$ cat config.mk
export PLATFORM = sky130hd
export DESIGN_NAME = rvc5_rsp_fifo
export DESIGN_NICKNAME = d
export VERILOG_FILES = /design/src/rtl/core/rvc5_pkg.sv /design/src/rtl/core/rvc5_rsp_fifo.sv
export SDC_FILE = /design/constraint.sdc
export NUM_CORES = 1
export LEC_CHECK = 0
export BUFFER_PORTS_ARGS = -buffer_cell sky130_fd_sc_hd__buf_2
export CELL_PAD_IN_SITES_DETAIL_PLACEMENT = 0
export CELL_PAD_IN_SITES_GLOBAL_PLACEMENT = 1
export CORE_ASPECT_RATIO = 0.6
export CORE_MARGIN = 2
export CORE_UTILIZATION = 50
export DETAILED_ROUTE_END_ITERATION = 8
export PLACE_DENSITY_LB_ADDON = 0.1
export SYNTH_ARGS = -nofsm -noshare
export SYNTH_HDL_FRONTEND = slang
export SYNTH_SLANG_ARGS = --single-unit
$ cat constraint.sdc
create_clock -name clock -period 5.25 [get_ports clock]
set_input_delay 1.05 -clock clock [delete_from_list [all_inputs] [get_ports clock]]
set_output_delay 1.05 -clock clock [all_outputs]
set_load 0.005 [all_outputs]
$ cat src/rtl/core/rvc5_pkg.sv
// ----------------------------------------------------------------------------
// rvc5_pkg
// Shared types and constants of the streaming 5x5 RGB convolution unit.
// ----------------------------------------------------------------------------
`default_nettype none

package rvc5_pkg;

   localparam int MAX_WIDTH_DEF  = 2048;
   localparam int MAX_HEIGHT_DEF = 4096;

   localparam int KERNEL_SIZE = 5;
   localparam int TAPS        = KERNEL_SIZE * KERNEL_SIZE;
   localparam int STORE_ROWS  = KERNEL_SIZE - 1;
   localparam int CHANNELS    = 3;

   localparam int SAMPLE_W  = 8;
   localparam int PIXEL_W   = CHANNELS * SAMPLE_W;
   localparam int COEFF_W   = 16;
   localparam int FRAC_W    = 16;
   localparam int OUT_COL_W = 11;
   localparam int OUT_ROW_W = 12;

   localparam int LINE_WIDTH_W = 12;
   localparam int CSR_DATA_W   = 64;
   localparam int CSR_INDEX_W  = 3;
   localparam int COEFF_PER_WORD = CSR_DATA_W / COEFF_W;

   // Register indexes of the configuration port.
   localparam logic [CSR_INDEX_W-1:0] CSR_LINE_WIDTH  = 3'd0;
   localparam logic [CSR_INDEX_W-1:0] CSR_COEFF_FIRST = 3'd1;
   localparam logic [CSR_INDEX_W-1:0] CSR_COEFF_LAST  = 3'd7;

   localparam logic [LINE_WIDTH_W-1:0] LINE_WIDTH_RESET = 12'd2048;

   // Result words that may be in flight or queued at once.
   localparam int RSP_DEPTH = 8;

   typedef logic [PIXEL_W-1:0]                 pixel_type;
   typedef logic [STORE_ROWS-1:0][PIXEL_W-1:0] column_type;
   typedef logic [TAPS-1:0][PIXEL_W-1:0]       window_type;
   typedef logic [TAPS-1:0][COEFF_W-1:0]       coeff_set_type;

   typedef struct packed {
      logic                 produce;
      logic [OUT_COL_W-1:0] col;
      logic [OUT_ROW_W-1:0] row;
   } tag_type;

   typedef struct packed {
      logic [SAMPLE_W-1:0]  red;
      logic [SAMPLE_W-1:0]  green;
      logic [SAMPLE_W-1:0]  blue;
      logic [OUT_COL_W-1:0] col;
      logic [OUT_ROW_W-1:0] row;
   } rsp_word_type;

endpackage

`default_nettype wire

$ cat src/rtl/core/rvc5_rsp_fifo.sv
// ----------------------------------------------------------------------------
// rvc5_rsp_fifo
// Small result queue that decouples the pipeline from the result channel.
// ----------------------------------------------------------------------------
`default_nettype none

module rvc5_rsp_fifo (
   input  logic                      clock,
   input  logic                      reset,
   input  logic                      push,
   input  rvc5_pkg::rsp_word_type    push_word,
   input  logic                      pop,
   output logic                      not_empty,
   output rvc5_pkg::rsp_word_type    head_word
);
   import rvc5_pkg::*;

   localparam int PW = $clog2(RSP_DEPTH);

   rsp_word_type  entry_ff [RSP_DEPTH];
   logic [PW-1:0] wr_ptr_ff, wr_ptr_in;
   logic [PW-1:0] rd_ptr_ff, rd_ptr_in;
   logic [PW:0]   count_ff, count_in;

   always_comb begin
      wr_ptr_in = push ? wr_ptr_ff + PW'(1) : wr_ptr_ff;
      rd_ptr_in = pop  ? rd_ptr_ff + PW'(1) : rd_ptr_ff;
      count_in  = count_ff + (PW + 1)'(push) - (PW + 1)'(pop);
   end

   always_ff @(posedge clock) begin
      if (push) begin
         entry_ff[wr_ptr_ff] <= push_word;
      end
   end

   always_ff @(posedge clock) begin
      if (reset) begin
         wr_ptr_ff <= '0;
         rd_ptr_ff <= '0;
         count_ff  <= '0;
      end else begin
         wr_ptr_ff <= wr_ptr_in;
         rd_ptr_ff <= rd_ptr_in;
         count_ff  <= count_in;
      end
   end

   assign not_empty = (count_ff != '0);
   assign head_word = entry_ff[rd_ptr_ff];

endmodule

`default_nettype wire

==> results.md <==
- Final worst clock skew: 9.25 ps
- Drt via density: 5.65
- Endpoint of the worst register-to-register path: entry_ff[3][8]
- Num CTS Buffers: 36
- Finish-stage setup viols: 0
- Pin count of the biggest net entering global routing: 56
- Antenna-violating nets left: 0
- Height of the die: 137 um
- Final-layout worst hold slack: 543 ps
- Total negative slack for setup checks: 0 ps
- Start point of the worst hold path: rd_ptr_ff[1]
- Run status: finished, final reports clean
- Measured slew at the worst slew-check pin: 1080 ps
- Final worst setup slack: 1280 ps
- Root buffer cell: sky130_fd_sc_hd__clkbuf_16
- Number of pins with negative max-slew slack in the final report: 0
- Count of cells along the worst hold path: 2
- Synthesized flop and latch total: 389
- Number of hold buffers added after CTS: 0
- Distinct cell type count after synthesis: 22
- Mapped Cells: 611
- Remaining max-slew budget at the tightest pin: 27.8%
- Worst slack at placement: 1720 ps
- Floorplan die area: 30800 sq um
- Peak supply drop: 264 uV
- Buffers inserted by post-CTS timing repair: 0
- Synthesized area per cell: 24.1 sq um
- Worst setup SP type: flip-flop
- Worst reg2reg path startpoint: wr_ptr_ff[0]
- Crit path max fanout: 39
- DP HPWL: 15400 um
- Antenna violations before repair: 3
- Via count of the first global-routing pass: 6804
- Warnings from Yosys: 0
- Netlist area before placement: 14700 sq um
- Sequential element share of the synthesized area: 78.5%
- Routability cong.: 0.698
- Static leakage power: 5.41 nW
- I/O Pins: 99
- Portion of the clock cycle consumed by the worst path in the final layout: 75.7%
- Routed vias: 6432
- Nets in the synthesized netlist: 670
- Number of sinks driven by the clock tree: 389
- Required arrival time at the worst endpoint: 4200 ps
- # placed instances: 1073
- Clock edge transition at the registers on the reported setup and hold paths: 60 ps
- Overall overflow remaining after global route: 0
- Unrepaired setup endpoints after global routing: no
- Count of placed standard cells in the final layout, fillers left out: 1139
- Number of nets in the finished design: 795
- Critical path arrival: 2920 ps
- Final hold violation count: 0
- GR Util All Layers: 18.9%
- TritonCTS clock tree: built
- Overall routed net length: 28100 um
- DRC violations left: 0
- Clk Latency, worst-skew pair: 530 ps
- Cell count of the worst reg-to-reg path: 3
- Type of the tightest min-delay check: flip-flop to flip-flop
- Core area: 28800 sq um
- Max Clock Freq: 252 MHz
- PwrDens: 394 nW/um^2
- Count of maximum capacitance violations: 0
- Number of detailed-route iterations in the first pass: 4
- Register-to-register setup slack: 2920 ps
- Fraction of layout cells with a size suffix above 1: 42.2%
- Die width: 225 um
- Count of input and output buffers: 98
- First-pass GRT wire length: 41800 um
- Time the final worst path needs with I/O delays and setup: 3970 ps
- Buffers from clock root to sink, at most: 3
- Synthesis-to-layout area growth: 14.7%
- Final total power: 6.64 mW
- Average wire length per cell after detail routing: 24.6 um
- Detailed router's first-iteration violation count: 591
- Post-cts repair resize count: 0
- Std-Cell Rows: 48
- Type of destination of the critical path: output port
- H-Tree Depth: 2
- Starting density of the core: 51.0%
- Category of the critical setup timing path: flip-flop to output port
[worst max-delay path, cell delays in order, from the launching register on]
cell and delay [ps]:
sky130_fd_sc_hd__dfxtp_4 870, sky130_fd_sc_hd__buf_4 520, sky130_fd_sc_hd__mux4_2 560, sky130_fd_sc_hd__mux2_2 280, sky130_fd_sc_hd__buf_2 130
[cells by family after synthesis]
kind of cell	count (synthesis)	synth area share, %
fa+ha+maj	8	0.732
compound gates	3	0.128
simple gates	29	0.859
xor+xnor	5	0.298
flops	389	78.5
buf+inv	34	1.31
mux	143	18.1
[metrics by stage]
step | instance area (sq um) | utilization (%)
after CTS | 16900 | 58.5
after detailed placement | 15700 | 54.4
after global routing | 16900 | 58.5
after floorplan | 14700 | -
final | 16900 | 58.5
after global placement | 15700 | 54.4
[Yosys cell counts (all sizes together)]
| library cell | n | share of area [%] |
|---|---|---|
| buf | 20 | 0.95 |
| xor2 | 3 | 0.18 |
| edfxtp | 376 | 77 |
| fa | 1 | 0.14 |
| nand3 | 2 | 0.068 |
| dfxtp | 13 | 1.8 |
| clkbuf | 7 | 0.18 |
| nor2b | 1 | 0.043 |
| nand2 | 4 | 0.10 |
| a31o | 1 | 0.060 |
| mux4 | 94 | 14 |
| a21oi | 2 | 0.068 |
| ha | 7 | 0.60 |
| inv | 7 | 0.18 |
| nor2 | 16 | 0.41 |
| xnor2 | 2 | 0.12 |
| nand2b | 4 | 0.17 |
| nor3 | 2 | 0.068 |
| mux2i | 2 | 0.14 |
| mux2 | 47 | 3.6 |
[placed cells by master, fill, tap and decap left out, types with 2 or more instances in the layout]
master and count:
sky130_fd_sc_hd__nand2_1 4, sky130_fd_sc_hd__ha_1 7, sky130_fd_sc_hd__clkbuf_8 4, sky130_fd_sc_hd__a21oi_1 2, sky130_fd_sc_hd__buf_2 98, sky130_fd_sc_hd__inv_1 7, sky130_fd_sc_hd__dfxtp_1 10, sky130_fd_sc_hd__dfxtp_4 2
sky130_fd_sc_hd__clkinv_2 9, sky130_fd_sc_hd__nor2_4 6, sky130_fd_sc_hd__xor2_1 3, sky130_fd_sc_hd__clkbuf_16 37, sky130_fd_sc_hd__inv_6 2, sky130_fd_sc_hd__nor2_1 10, sky130_fd_sc_hd__mux2_2 47, sky130_fd_sc_hd__buf_4 15
sky130_fd_sc_hd__clkinv_1 4, sky130_fd_sc_hd__mux4_2 94, sky130_fd_sc_hd__clkbuf_1 6, sky130_fd_sc_hd__nor3_2 2, sky130_fd_sc_hd__mux2i_1 2, sky130_fd_sc_hd__edfxtp_1 376, sky130_fd_sc_hd__nand3_1 2, sky130_fd_sc_hd__bufinv_16 3
sky130_fd_sc_hd__nand2b_1 4, sky130_fd_sc_hd__xnor2_1 2
[where the power goes]
| group | internal, mW | total [mW] | switching (mW) |
|---|---|---|---|
| logic | 0.267 | 0.514 | 0.247 |
| clock network | 1.50 | 2.58 | 1.08 |
| registers | 3.50 | 3.55 | 0.0545 |
[registers in the layout, summed over array words and instances (netlist names), named ones only]
name and count:
rd_ptr_ff 3, count_ff 4, wr_ptr_ff 3, entry_ff 376
[worst max-delay path by stage]
stage                     endpoint  cells after the start
floorplan           entry_ff[0][0]                      2
finish               head_word[20]                      4
CTS                   head_word[8]                      4
global route          head_word[8]                      4
detailed placement    head_word[8]                      4
global placement     head_word[15]                      4
[cell type report]
| class | count | area [sq um] |
|---|---|---|
| clock inverter | 18 | 168 |
| fill | 2068 | 12000 |
| clock buffer | 47 | 1000 |
| sequential | 389 | 11600 |
| multi-input combinational | 188 | 3020 |
| antenna | 1 | 2.50 |
| tap | 375 | 469 |
| inverter | 7 | 26.3 |
| timing repair buffer | 114 | 623 |
[layer usage]
metal  share of wire, %  vias up  GRT usage [%]
met2                 49      142           30.6
met4                1.5        2           5.04
li1                   -     2827              -
met1                 43     3424           26.3
met3                5.9       37           4.34
met5              0.046        -              0
No activity file was read; power rests on OpenSTA's default activity.
