===== src/rtl/core/rvc5_pkg.sv =====
// ----------------------------------------------------------------------------
// rvc5_pkg
// Shared types and constants of the streaming 5x5 RGB convolution unit.
// ----------------------------------------------------------------------------
`default_nettype none

package rvc5_pkg;

   localparam int MAX_WIDTH_DEF  = 2048;
   localparam int MAX_HEIGHT_DEF = 4096;

   localparam int KERNEL_SIZE = 5;
   localparam int TAPS        = KERNEL_SIZE * KERNEL_SIZE;
   localparam int STORE_ROWS  = KERNEL_SIZE - 1;
   localparam int CHANNELS    = 3;

   localparam int SAMPLE_W  = 8;
   localparam int PIXEL_W   = CHANNELS * SAMPLE_W;
   localparam int COEFF_W   = 16;
   localparam int FRAC_W    = 16;
   localparam int OUT_COL_W = 11;
   localparam int OUT_ROW_W = 12;

   localparam int LINE_WIDTH_W = 12;
   localparam int CSR_DATA_W   = 64;
   localparam int CSR_INDEX_W  = 3;
   localparam int COEFF_PER_WORD = CSR_DATA_W / COEFF_W;

   // Register indexes of the configuration port.
   localparam logic [CSR_INDEX_W-1:0] CSR_LINE_WIDTH  = 3'd0;
   localparam logic [CSR_INDEX_W-1:0] CSR_COEFF_FIRST = 3'd1;
   localparam logic [CSR_INDEX_W-1:0] CSR_COEFF_LAST  = 3'd7;

   localparam logic [LINE_WIDTH_W-1:0] LINE_WIDTH_RESET = 12'd2048;

   // Result words that may be in flight or queued at once.
   localparam int RSP_DEPTH = 8;

   typedef logic [PIXEL_W-1:0]                 pixel_type;
   typedef logic [STORE_ROWS-1:0][PIXEL_W-1:0] column_type;
   typedef logic [TAPS-1:0][PIXEL_W-1:0]       window_type;
   typedef logic [TAPS-1:0][COEFF_W-1:0]       coeff_set_type;

   typedef struct packed {
      logic                 produce;
      logic [OUT_COL_W-1:0] col;
      logic [OUT_ROW_W-1:0] row;
   } tag_type;

   typedef struct packed {
      logic [SAMPLE_W-1:0]  red;
      logic [SAMPLE_W-1:0]  green;
      logic [SAMPLE_W-1:0]  blue;
      logic [OUT_COL_W-1:0] col;
      logic [OUT_ROW_W-1:0] row;
   } rsp_word_type;

endpackage

`default_nettype wire


===== src/rtl/core/rvc5_position.sv =====
// ----------------------------------------------------------------------------
// rvc5_position
// Column and row counters of the incoming raster; gives the store address of
// each accepted pixel and its output position.
// ----------------------------------------------------------------------------
`default_nettype none

module rvc5_position #(
   parameter int MAX_WIDTH  = rvc5_pkg::MAX_WIDTH_DEF,
   parameter int MAX_HEIGHT = rvc5_pkg::MAX_HEIGHT_DEF
) (
   input  logic                                   clock,
   input  logic                                   reset,
   input  logic                                   accept,
   input  logic                                   frame_start,
   input  logic [rvc5_pkg::LINE_WIDTH_W-1:0]      line_width,
   output logic [$clog2(MAX_WIDTH)-1:0]           col,
   output rvc5_pkg::tag_type                      tag
);
   import rvc5_pkg::*;

   localparam int CW = $clog2(MAX_WIDTH);
   localparam int RW = $clog2(MAX_HEIGHT);
   localparam int EW = (CW + 1 > LINE_WIDTH_W) ? CW + 1 : LINE_WIDTH_W;

   logic [CW-1:0] col_ff, col_in;
   logic [RW-1:0] row_ff, row_in;

   logic [EW-1:0] lw_ext, width;
   logic [CW-1:0] col_now;
   logic [RW-1:0] row_now;
   logic [EW-1:0] col_next;
   logic [RW:0]   row_next;
   logic [CW-1:0] col_off;
   logic [RW-1:0] row_off;

   always_comb begin
      lw_ext = EW'(line_width);
      if (lw_ext < EW'(KERNEL_SIZE)) begin
         width = EW'(KERNEL_SIZE);
      end else if (lw_ext > EW'(MAX_WIDTH)) begin
         width = EW'(MAX_WIDTH);
      end else begin
         width = lw_ext;
      end

      // A stored column at or past the width (width lowered mid-row) restarts the row at column zero.
      if (frame_start) begin
         col_now = '0;
         row_now = '0;
      end else begin
         col_now = (EW'(col_ff) >= width) ? '0 : col_ff;
         row_now = row_ff;
      end

      col_next = EW'(col_now) + EW'(1);
      row_next = (RW + 1)'(row_now) + (RW + 1)'(1);
      col_in   = col_ff;
      row_in   = row_ff;
      if (accept) begin
         if (col_next >= width) begin
            col_in = '0;
            row_in = (row_next >= (RW + 1)'(MAX_HEIGHT)) ? '0 : row_next[RW-1:0];
         end else begin
            col_in = col_next[CW-1:0];
            row_in = row_now;
         end
      end

      col_off = col_now - CW'(KERNEL_SIZE - 1);
      row_off = row_now - RW'(KERNEL_SIZE - 1);
      col         = col_now;
      tag.produce = (col_now >= CW'(KERNEL_SIZE - 1)) && (row_now >= RW'(KERNEL_SIZE - 1));
      tag.col     = OUT_COL_W'(col_off);
      tag.row     = OUT_ROW_W'(row_off);
   end

   always_ff @(posedge clock) begin
      if (reset) begin
         col_ff <= '0;
         row_ff <= '0;
      end else begin
         col_ff <= col_in;
         row_ff <= row_in;
      end
   end

endmodule

`default_nettype wire


===== config.mk =====
export PLATFORM = sky130hd
export DESIGN_NAME = rvc5_position
export DESIGN_NICKNAME = d
export VERILOG_FILES = /design/src/rtl/core/rvc5_pkg.sv /design/src/rtl/core/rvc5_position.sv
export SDC_FILE = /design/constraint.sdc
export NUM_CORES = 1
export LEC_CHECK = 0
export BUFFER_PORTS_ARGS = -buffer_cell sky130_fd_sc_hd__buf_4
export CAP_MARGIN = 20
export CORE_ASPECT_RATIO = 1.4
export CORE_MARGIN = 5
export CORE_UTILIZATION = 30
export CTS_CLUSTER_DIAMETER = 100
export DETAILED_ROUTE_END_ITERATION = 16
export SYNTH_ARGS = -nofsm -noshare
export SYNTH_HDL_FRONTEND = slang
export SYNTH_SLANG_ARGS = --single-unit

===== constraint.sdc =====
create_clock -name clock -period 7.6 [get_ports clock]
set_input_delay 1.14 -clock clock [delete_from_list [all_inputs] [get_ports clock]]
set_output_delay 1.14 -clock clock [all_outputs]
set_load 0.005 [all_outputs]

==> results of run 1 <==
[cell families after synthesis]
kind of cell	Yosys count	share of synthesized area
buffers and inverters	50	0.0849
and+or+nand+nor	183	0.345
adders and majority gates	33	0.139
muxes	1	0.00380
AOI/OAI and AO/OA	85	0.222
xor gates and xnor gates	17	0.0503
DFF	23	0.155
[cells in the mapped netlist (all sizes together) (2+ instances only)]
| library cell | number | area share |
|---|---|---|
| ha | 33 | 0.14 |
| o41ai | 2 | 0.0084 |
| o211ai | 13 | 0.033 |
| a21oi | 18 | 0.030 |
| dfxtp | 23 | 0.16 |
| nor2 | 30 | 0.039 |
| and3 | 9 | 0.019 |
| inv | 21 | 0.027 |
| nor2b | 7 | 0.015 |
| a211oi | 2 | 0.0051 |
| xnor2 | 11 | 0.033 |
| nor4 | 3 | 0.0063 |
| nand4b | 2 | 0.011 |
| o21a | 6 | 0.015 |
| or4 | 2 | 0.0051 |
| a211o | 2 | 0.0059 |
| and2 | 8 | 0.017 |
| o32ai | 2 | 0.011 |
| a21o | 2 | 0.0051 |
| or2 | 2 | 0.0051 |
| buf | 17 | 0.043 |
| a22o | 3 | 0.0089 |
| nand3 | 15 | 0.025 |
| nand2b | 24 | 0.056 |
| and3b | 3 | 0.0089 |
| or3 | 3 | 0.0097 |
| nand4 | 12 | 0.025 |
| nor3 | 11 | 0.020 |
| a2111oi | 3 | 0.024 |
| nand2 | 43 | 0.054 |
| o311ai | 2 | 0.0059 |
| xor2 | 6 | 0.018 |
| and4b | 2 | 0.0068 |
| clkbuf | 12 | 0.016 |
| o21ai | 16 | 0.028 |
| a41oi | 2 | 0.0059 |
| a31oi | 6 | 0.013 |
| nor3b | 4 | 0.012 |
[through the flow]
step / instances / hold slack [ns] / utilization
6_report: 554 / 0.495 / 0.351
5_1_grt: 554 / 0.540 / 0.351
3_5_place_dp: 550 / 0.489 / 0.343
3_3_place_gp: 550 / 0.481 / 0.343
4_1_cts: 554 / 0.498 / 0.351
2_1_floorplan: 392 / 0.455 / -
[sequential cells by signal, indices dropped and copies added (netlist names)]
signal / count
row_ff: 12
col_ff: 11
[worst register-to-register path: stages, from the launching register on]
cell,delay [ns]
dfxtp_1,0.61
ha_1,0.34
a21o_1,0.18
nand3_1,0.09
a21oi_1,0.12
or4_1,0.55
inv_1,0.16
ha_1,0.31
nand2_1,0.16
nor3b_2,0.29
nand3_1,0.18
xor2_1,0.17
nor2_1,0.06
ha_1,0.21
nand2_1,0.07
and4b_1,0.25
o31ai_4,0.10
o21ai_2,0.59
buf_4,0.30
o21ai_0,0.11
a31oi_1,0.17
[power by group]
part / switching (mW) / total (mW) / internal [mW]
sequential: 0.000674 / 0.122 / 0.121
combinational: 0.0334 / 0.0576 / 0.0242
clock: 0.0475 / 0.119 / 0.0719
[worst max path at each step]
| stage | start | end | slack (ns) |
|---|---|---|---|
| 3_3_place_gp | line_width[10] | row_ff[5] | 0.86 |
| 2_1_floorplan | line_width[10] | row_ff[10] | 1.43 |
| 6_report | line_width[9] | row_ff[7] | 0.98 |
| 5_1_grt | line_width[10] | row_ff[11] | 0.56 |
| 4_1_cts | line_width[9] | row_ff[9] | 0.97 |
| 3_5_place_dp | line_width[9] | row_ff[7] | 0.71 |
[cell usage in the layout, fill, tap and decap left out, drive strengths merged, types with 3 or more instances in the layout]
cell | Yosys | routed
nand2 | 43 | 43
and3 | 9 | 9
and2 | 8 | 8
a21oi | 18 | 18
nand2b | 24 | 24
nor2 | 30 | 30
or3 | 3 | 3
nor4 | 3 | 3
buf | 17 | 52
and3b | 3 | 3
ha | 33 | 33
a2111oi | 3 | 3
xnor2 | 11 | 11
o211ai | 13 | 13
nor3 | 11 | 11
nor2b | 7 | 7
o21ai | 16 | 16
nand4 | 12 | 12
nand3 | 15 | 15
dfxtp | 23 | 23
a31oi | 6 | 6
inv | 21 | 21
clkbuf | 12 | 4
xor2 | 6 | 6
nor3b | 4 | 4
a22o | 3 | 3
o21a | 6 | 6
[per-layer routing]
| layer | vias up | wire length (um) | part of all wire |
|---|---|---|---|
| met5 | - | 0 | 0 |
| met1 | 1424 | 3650 | 0.42 |
| met2 | 77 | 4390 | 0.50 |
| met3 | 20 | 382 | 0.044 |
| li1 | 1467 | - | - |
| met4 | 0 | 324 | 0.037 |
[final cells by class]
cell class,count,share of cell area
well taps,135,0.0492
multi-input cells,319,0.657
flip-flops and latches,23,0.134
inverters,21,0.0230
clock buffers,4,0.0230
repair buffers,52,0.114
==> metrics, run 1 <==
CTS tree done; core area 9790 um^2; cell repeated most along the worst path nand2_1; Top Ports between 50 and 60; # fillers 1061; Max-Cap Viols 0; slowest CP cell o21ai_2; Die Footprint between 10000 and 15000 um^2; Antenna Diode Count 0; worst path required time 7.79 ns; Vert. Die Dim 128 um; CP Max Fanout 18; gr ovfl total 0; synthesized area per cell around 7.6 um^2; final instance area 3430 um^2; wire per inst 15.8 um; met3 Usage GRT 0.0218; GR met2 Demand/Resource 0.259; power density cells between 80 and 90 nW/um^2; syn_nets 441; ANT nets after route 0; FF+latch area 460 um^2; Placement Setup Slack 0.712 ns; Synth Flop Type dfxtp_1; Initial Util 0.303; synth warn 0; HP Class reg -> reg; Slew Limit Fails 0; max frequency 151 MHz; WP buf/inv 3; total detailed-routing wirelength 8750 um; status finished clean; Post-Syn Area 2960 um^2; Reg clk slew, reported paths 0.06 ns; vias in the first global route 2914; grt met1 use 0.170; crit share post-route 0.871; critical path class in -> reg; CTS HTree Levels 1; CTS Buffer Depth 2; TritonCTS Buffers 3; DR pass1 iterations 4; Root Driver clkbuf_16; layout cells sized above 1 0.179; hold path depth 2; min-delay src row_ff[0]; Syn Inst Count 392; Critical Path Stages 25; # rows 43; dpl hpwl between 6000 and 7000 um; nature of the critical path startpoint input pin; Post-CTS Setup Bufs 0; multi-input logic area 2260 um^2; first-pass GRT wire length 14300 um; via-per-instance ratio around 5.4; number of enable flip-flop cells after synthesis 0; CP Data Arrival Time 6.81 ns; number of synthesized register bits 23; RSZ-0062 raised after global routing false; # nets final 469; area post-placement 3360 um^2; CTS sink cnt 23; Tmin final 6.62 ns; post-cts sizing count 0; most used routing layer met2; Worst path max stage delay 0.59 ns; Fin Setup TNS 0 ns; worst reg-to-reg setup slack between 2 and 3 ns; via count roughly 3000; Seq/Total Area, Yosys 0.155; Die Width 94.0 um; Setup Skew approximately 0.0022 ns; clock latency on the worst-skew pair roughly 0.26 ns; GRT Util Overall 0.148; PnR worst setup slack around 0.98 ns; largest net degree at the start of global routing 38; Final Hold Viols 0; final setup vio count 0; Synth-to-Final Area Change 15.9%; leakage power total 1.42 nW; RePlAce Congestion 0.878; CTS Hold Bufs 0; initial drt markers 160; antenna violations before repair 0; distinct cell type count after synthesis between 60 and 70; PortBufs 50; worst reg2reg startpoint col_ff[5]; Power Total between 0.2 and 0.3 mW; Worst R2R Path Depth 20; Async SR Flop Fraction 0; WHS Endpoint row_ff[0]; slew margin rel. 0.505; DRC 0; Slew @ Worst Pin roughly 0.74 ns; Crit path max-delay family simple AND/OR/NAND/NOR gates; R2R Path End row_ff[7]; Peak VDD IR 0.0000747 V; Critical Path Sink Type flop
No activity file was read; power rests on OpenSTA's default activity.
==> run 2, diff against run 1 <==
--- a/config.mk
+++ b/config.mk
@@ -5,13 +5,13 @@
 export SDC_FILE = /design/constraint.sdc
 export NUM_CORES = 1
 export LEC_CHECK = 0
-export BUFFER_PORTS_ARGS = -buffer_cell sky130_fd_sc_hd__buf_4
 export CAP_MARGIN = 20
 export CORE_ASPECT_RATIO = 1.4
 export CORE_MARGIN = 5
 export CORE_UTILIZATION = 30
 export CTS_CLUSTER_DIAMETER = 100
 export DETAILED_ROUTE_END_ITERATION = 16
+export DONT_BUFFER_PORTS = 1
 export SYNTH_ARGS = -nofsm -noshare
 export SYNTH_HDL_FRONTEND = slang
 export SYNTH_SLANG_ARGS = --single-unit
==> run 2 against run 1 <==
- fmax up 0.31%
- via count shrank 9.3%
- sequential power is essentially flat
- global-route usage is 0.87 points lower
- sequential share of layout area up 1.6 points
- total power down 6.4%
- largest cell class unchanged
==> metrics, run 2 (same netlist as run 1, synthesis figures left out) <==
crit share post-route 0.868 (was 0.871); via count 2711 (was 2988); slowest CP cell o41ai_1 (was o21ai_2); CP Cell Sequence nor4_1 -> nand2_1 -> o41ai_1 -> nand2_1 -> ha_1 -> a2111oi_4 -> o32ai_2 -> nor3_4 -> nand2_1 -> inv_1 -> ha_1 -> nand2_1 -> nor3b_2 -> nand3_1 -> xor2_1 -> nor2_1 -> ha_1 -> o21a_1 -> nor2_1 -> a41oi_1 -> o21ai_2 -> buf_8 -> or4b_1 -> a31oi_1; Vert. Die Dim 128 um (unchanged); # rows 43 (unchanged); max frequency 152 MHz (was 151 MHz); CTS Buffer Depth 2 (unchanged); Fin Setup TNS 0 ns (unchanged); multi-input logic area 2260 um^2 (unchanged); first-pass GRT wire length 13600 um (was 14300 um); PortBufs 0 (was 50); Setup Skew 0.00433 ns (was 0.00223 ns); DR pass1 iterations 5 (was 4); CP Data Arrival Time 6.79 ns (was 6.81 ns); WP buf/inv 2 (was 3); clock latency on the worst-skew pair 0.26 ns (about the same); initial drt markers 247 (was 160); commonest non-fill, non-tap cells in the layout nand2_1 (43), ha_1 (33), nor2_1 (29) (was buf_4 (52), nand2_1 (43), ha_1 (33)); Initial Util 0.303 (unchanged); Slew Limit Fails 0 (unchanged); Antenna Diode Count 0 (unchanged); Root Driver clkbuf_16 (unchanged); Critical Path Sink Type flop (unchanged); Tmin final 6.60 ns (was 6.62 ns); DRC 0 (unchanged); CTS tree done (unchanged); final setup vio count 0 (unchanged); RePlAce Congestion 0.855 (was 0.878); Crit path max-delay family simple AND/OR/NAND/NOR gates (unchanged); CTS sink cnt 23 (unchanged); ANT nets after route 0 (unchanged); Top Registers row_ff: 12 flops, col_ff: 11 flops (unchanged); GRT Util Overall 0.139 (was 0.148); cell repeated most along the worst path nand2_1 (unchanged); Top Ports 51 (unchanged); status finished clean (unchanged); layout cells sized above 1 0.0678 (was 0.179); # fillers 1073 (was 1061); fin util 0.313 (was 0.351); critical path class in -> reg (unchanged); HP Class reg -> reg (unchanged); antenna violations before repair 0 (unchanged); CTS HTree Levels 1 (unchanged); RSZ-0062 raised after global routing false (unchanged); Peak VDD IR 0.0000712 V (was 0.0000747 V); CTS Hold Bufs 0 (unchanged); Slew @ Worst Pin 0.630 ns (was 0.742 ns); TritonCTS Buffers 3 (unchanged); leakage power total 1.19 nW (was 1.42 nW); post-cts sizing count 0 (unchanged); max FFs per register 12 (unchanged); slew margin rel. 0.574 (was 0.505); FF+latch area 460 um^2 (unchanged); Max-Cap Viols 0 (unchanged); power density cells 91.2 nW/um^2 (was 87.0 nW/um^2); nature of the critical path startpoint input pin (unchanged); wire per inst 16.3 um (was 15.8 um); # nets final 419 (was 469); most common cell after layout, fill and taps aside nand2_1 (was buf_4); Final Hold Viols 0 (unchanged); Reg clk slew, reported paths 0.06 ns (about the same); via-per-instance ratio 5.38 (was 5.39); worst path required time 7.79 ns (about the same); core area 9790 um^2 (unchanged); largest net degree at the start of global routing 38 (unchanged); Synth-to-Final Area Change 3.51% (was 15.9%); CP Max Fanout 20 (was 18); Die Footprint 12000 um^2 (unchanged); Die Width 94.0 um (unchanged); vias in the first global route 2685 (was 2914); Post-CTS Setup Bufs 0 (unchanged); Top reg by flops row_ff (unchanged); Worst path max stage delay 0.54 ns (was 0.59 ns); gr ovfl total 0 (unchanged); total detailed-routing wirelength 8190 um (was 8750 um); dpl hpwl 6420 um (was 6890 um)
==> run 2: changes by cell type in the layout (fill, tap and decap cells not counted) <==
cell and delta:
buf_4 -51, buf_8 +1
==> run 2: tightest hold or removal path: cells and delay by family (launching register included) <==
kind	cells	cell delay, ns
AOI/OAI and AO/OA	1	0.05
and+or+nand+nor	1	0.07
DFF	1	0.32
==> run 2: final timing paths <==
| check | cells after the start | start | end | slack, ns |
|---|---|---|---|---|
| setup reg to reg | 21 | col_ff[9] | row_ff[10] | 2.43 |
| setup / recovery | 24 | line_width[9] | row_ff[10] | 1.00 |
| hold reg to reg | 2 | col_ff[0] | col_ff[0] | 0.48 |
| hold / removal | 2 | col_ff[0] | col_ff[0] | 0.48 |
==> run 2: metrics by stage <==
step | instances | total power, mW | hold WS [ns] | setup slack, ns | instance area [um^2]
after global routing | 504 | 0.292 | 0.499 | 0.494 | 3070
after CTS | 503 | 0.282 | 0.486 | 0.886 | 3050
final | 504 | 0.280 | 0.479 | 1.00 | 3070
after detailed placement | 499 | 0.166 | 0.478 | 0.617 | 2970
after floorplan | 392 | 0.165 | 0.455 | 1.43 | 2960
after global placement | 499 | 0.166 | 0.469 | 0.765 | 2970
==> run 2: area by class of cell <==
class,instances,share of cell area
Tap cell,135,0.0551
Timing Repair Buffer,2,0.00734
Inverter,21,0.0257
Sequential cell,23,0.150
Clock buffer,4,0.0257
Multi-Input combinational cell,319,0.736
==> run 2: power breakdown <==
group,leakage [nW],switching [mW],internal (mW)
Sequential,0.185,0.000590,0.121
Clock,0.0382,0.0444,0.0716
Combinational,0.967,0.0232,0.0186
==> run 2: routing by layer <==
metal,track usage,vias to the layer above,routed length (um)
met5,0,-,0
met4,0.0315,0,82
met3,0.0212,6,393
met2,0.251,54,4190
met1,0.171,1287,3530
li1,-,1364,-
==> run 3, diff against run 2 <==
--- a/config.mk
+++ b/config.mk
@@ -12,6 +12,7 @@
 export CTS_CLUSTER_DIAMETER = 100
 export DETAILED_ROUTE_END_ITERATION = 16
 export DONT_BUFFER_PORTS = 1
+export PLACE_DENSITY_LB_ADDON = 0.2
 export SYNTH_ARGS = -nofsm -noshare
 export SYNTH_HDL_FRONTEND = slang
 export SYNTH_SLANG_ARGS = --single-unit
==> run 3 against run 2 <==
- flip-flop and latch count unchanged
- clock skew about the same
- combinational power increased by 1%
- non-clock buffer count unchanged
- utilization about the same
- sequential share of layout area about the same
- sequential power about the same
- global-route usage increased by 0.64 points
==> metrics, run 3 (same netlist as run 1, synthesis figures left out) <==
CTS Hold Bufs 0 (unchanged); # nets final 419 (unchanged); Worst path max stage delay 0.55 ns (was 0.54 ns); Reg clk slew, reported paths 0.07 ns (was 0.06 ns); # fillers 1083 (was 1073); first-pass GRT wire length 14100 um (was 13600 um); CTS tree done (unchanged); Top Ports 51 (unchanged); status finished clean (unchanged); CP startpoint line_width[9] (unchanged); CP Cell Sequence nor4_1 -> nand2_1 -> o41ai_1 -> nand2_1 -> ha_1 -> a21o_1 -> nand3_1 -> a21oi_1 -> or4_1 -> inv_1 -> ha_1 -> nand2_1 -> nor3b_2 -> nand3_1 -> xor2_1 -> nor2_1 -> ha_1 -> o21a_1 -> nor2_1 -> a41oi_1 -> o21ai_2 -> buf_8 -> or4b_1 -> a31oi_1 (was nor4_1 -> nand2_1 -> o41ai_1 -> nand2_1 -> ha_1 -> a2111oi_4 -> o32ai_2 -> nor3_4 -> nand2_1 -> inv_1 -> ha_1 -> nand2_1 -> nor3b_2 -> nand3_1 -> xor2_1 -> nor2_1 -> ha_1 -> o21a_1 -> nor2_1 -> a41oi_1 -> o21ai_2 -> buf_8 -> or4b_1 -> a31oi_1); PortBufs 0 (unchanged); slew margin rel. 0.550 (was 0.574); RePlAce Congestion 0.810 (was 0.855); # rows 43 (unchanged); Synth-to-Final Area Change 3.55% (was 3.51%); dpl hpwl 6730 um (was 6420 um); via count 2762 (was 2711); antenna violations before repair 0 (unchanged); Root Driver clkbuf_16 (unchanged); placed cells 500 (was 499); Top reg by flops row_ff (unchanged); wire per inst 17.0 um (was 16.3 um); fin cells 504 (unchanged); initial drt markers 134 (was 247); final setup vio count 0 (unchanged); most common cell after layout, fill and taps aside nand2_1 (unchanged); core area 9790 um^2 (unchanged); via-per-instance ratio 5.48 (was 5.38); Setup Skew 0.00397 ns (was 0.00433 ns); leakage power total 1.19 nW (about the same); Critical Path Stages 24 (unchanged); DRC 0 (unchanged); end of the critical path row_ff[10] (unchanged); Antenna Diode Count 0 (unchanged); Max-Cap Viols 0 (unchanged); critical path class in -> reg (unchanged); power density cells 91.8 nW/um^2 (was 91.2 nW/um^2); Final Hold Viols 0 (unchanged); Top Registers row_ff: 12 flops, col_ff: 11 flops (unchanged); max FFs per register 12 (unchanged); Peak VDD IR 0.0000698 V (was 0.0000712 V); Die Footprint 12000 um^2 (unchanged); total detailed-routing wirelength 8570 um (was 8190 um); Critical Path Sink Type flop (unchanged); R2R Path End row_ff[10] (unchanged); largest net degree at the start of global routing 38 (unchanged); Initial Util 0.303 (unchanged); clock latency on the worst-skew pair 0.26 ns (about the same); worst reg-to-reg setup slack 2.28 ns (was 2.43 ns); Slew Limit Fails 0 (unchanged); min-delay src col_ff[0] (unchanged); WP buf/inv 2 (unchanged); Vert. Die Dim 128 um (unchanged); DR pass1 iterations 6 (was 5); slowest CP cell or4_1 (was o41ai_1); GRT Util Overall 0.145 (was 0.139); crit share post-route 0.882 (was 0.868); vias in the first global route 2720 (was 2685); RSZ-0062 raised after global routing false (unchanged); layout cells sized above 1 0.0705 (was 0.0678); TritonCTS Buffers 3 (unchanged); Fin Setup TNS 0 ns (unchanged); post-cts sizing count 0 (unchanged); worst reg2reg startpoint col_ff[9] (unchanged); worst path required time 7.79 ns (about the same); max frequency 149 MHz (was 152 MHz); Worst R2R Path Depth 20 (was 21); CP Max Fanout 16 (was 20); HP Class reg -> reg (unchanged); CTS HTree Levels 1 (unchanged); Die Width 94.0 um (unchanged); commonest non-fill, non-tap cells in the layout nand2_1 (43), ha_1 (33), nor2_1 (29) (unchanged); Slew @ Worst Pin 0.675 ns (was 0.630 ns); CTS sink cnt 23 (unchanged); nature of the critical path startpoint input pin (unchanged); gr ovfl total 0 (unchanged); CP Data Arrival Time 6.90 ns (was 6.79 ns); Fin Hold WS 0.480 ns (was 0.479 ns); Post-CTS Setup Bufs 0 (unchanged); ANT nets after route 0 (unchanged); Crit path max-delay family simple AND/OR/NAND/NOR gates (unchanged); CTS Buffer Depth 2 (unchanged); Tmin final 6.71 ns (was 6.60 ns)
==> run 3: worst min path at each step <==
| stage | depth (start not counted) | slack (ns) | end |
|---|---|---|---|
| 3_3_place_gp | 2 | 0.47 | col_ff[0] |
| 3_5_place_dp | 2 | 0.47 | col_ff[0] |
| 4_1_cts | 2 | 0.49 | col_ff[0] |
| 2_1_floorplan | 2 | 0.45 | row_ff[0] |
| 5_1_grt | 2 | 0.52 | col_ff[0] |
| 6_report | 2 | 0.48 | col_ff[0] |
==> run 3: layout make-up <==
type | instances | area, um^2 | share of cell area
clock inverter | 1 | 5.00 | 0.00163
sequential | 23 | 460 | 0.150
timing repair buffer | 2 | 22.5 | 0.00734
multi-input combinational | 319 | 2260 | 0.736
inverter | 21 | 78.8 | 0.0257
clock buffer | 3 | 75.1 | 0.0245
tap | 135 | 169 | 0.0551
==> run 3: routing by layer <==
metal  part of all wire  wire length (um)  GRT usage
met5                  0                 0          0
met3              0.050               425     0.0183
met1               0.41              3560      0.173
met2               0.52              4450      0.271
met4              0.016               138     0.0357
==> run 3: worst reg2reg max path, delay by kind of cell (launching register included) <==
family | cells | cell delay, ns
xor+xnor | 1 | 0.17
simple gates | 7 | 1.77
flops | 1 | 0.53
compound gates | 7 | 1.39
fa+ha+maj | 3 | 0.98
buf+inv | 2 | 0.42
==> run 3: power by group <==
part           switching, mW  internal, mW
Combinational         0.0236        0.0186
Sequential          0.000650         0.121
Clock                 0.0466        0.0709
Total                 0.0709         0.211
==> run 3: per-stage QoR <==
| step | setup WS [ns] | instance area (um^2) | power, mW | util |
|---|---|---|---|---|
| after detailed placement | 0.610 | 2990 | 0.167 | 0.305 |
| after floorplan | 1.43 | 2960 | 0.165 | - |
| final | 0.894 | 3070 | 0.282 | 0.313 |
| after global placement | 0.703 | 2970 | 0.166 | 0.304 |
| after CTS | 0.893 | 3070 | 0.287 | 0.313 |
| after global routing | 0.234 | 3070 | 0.296 | 0.313 |
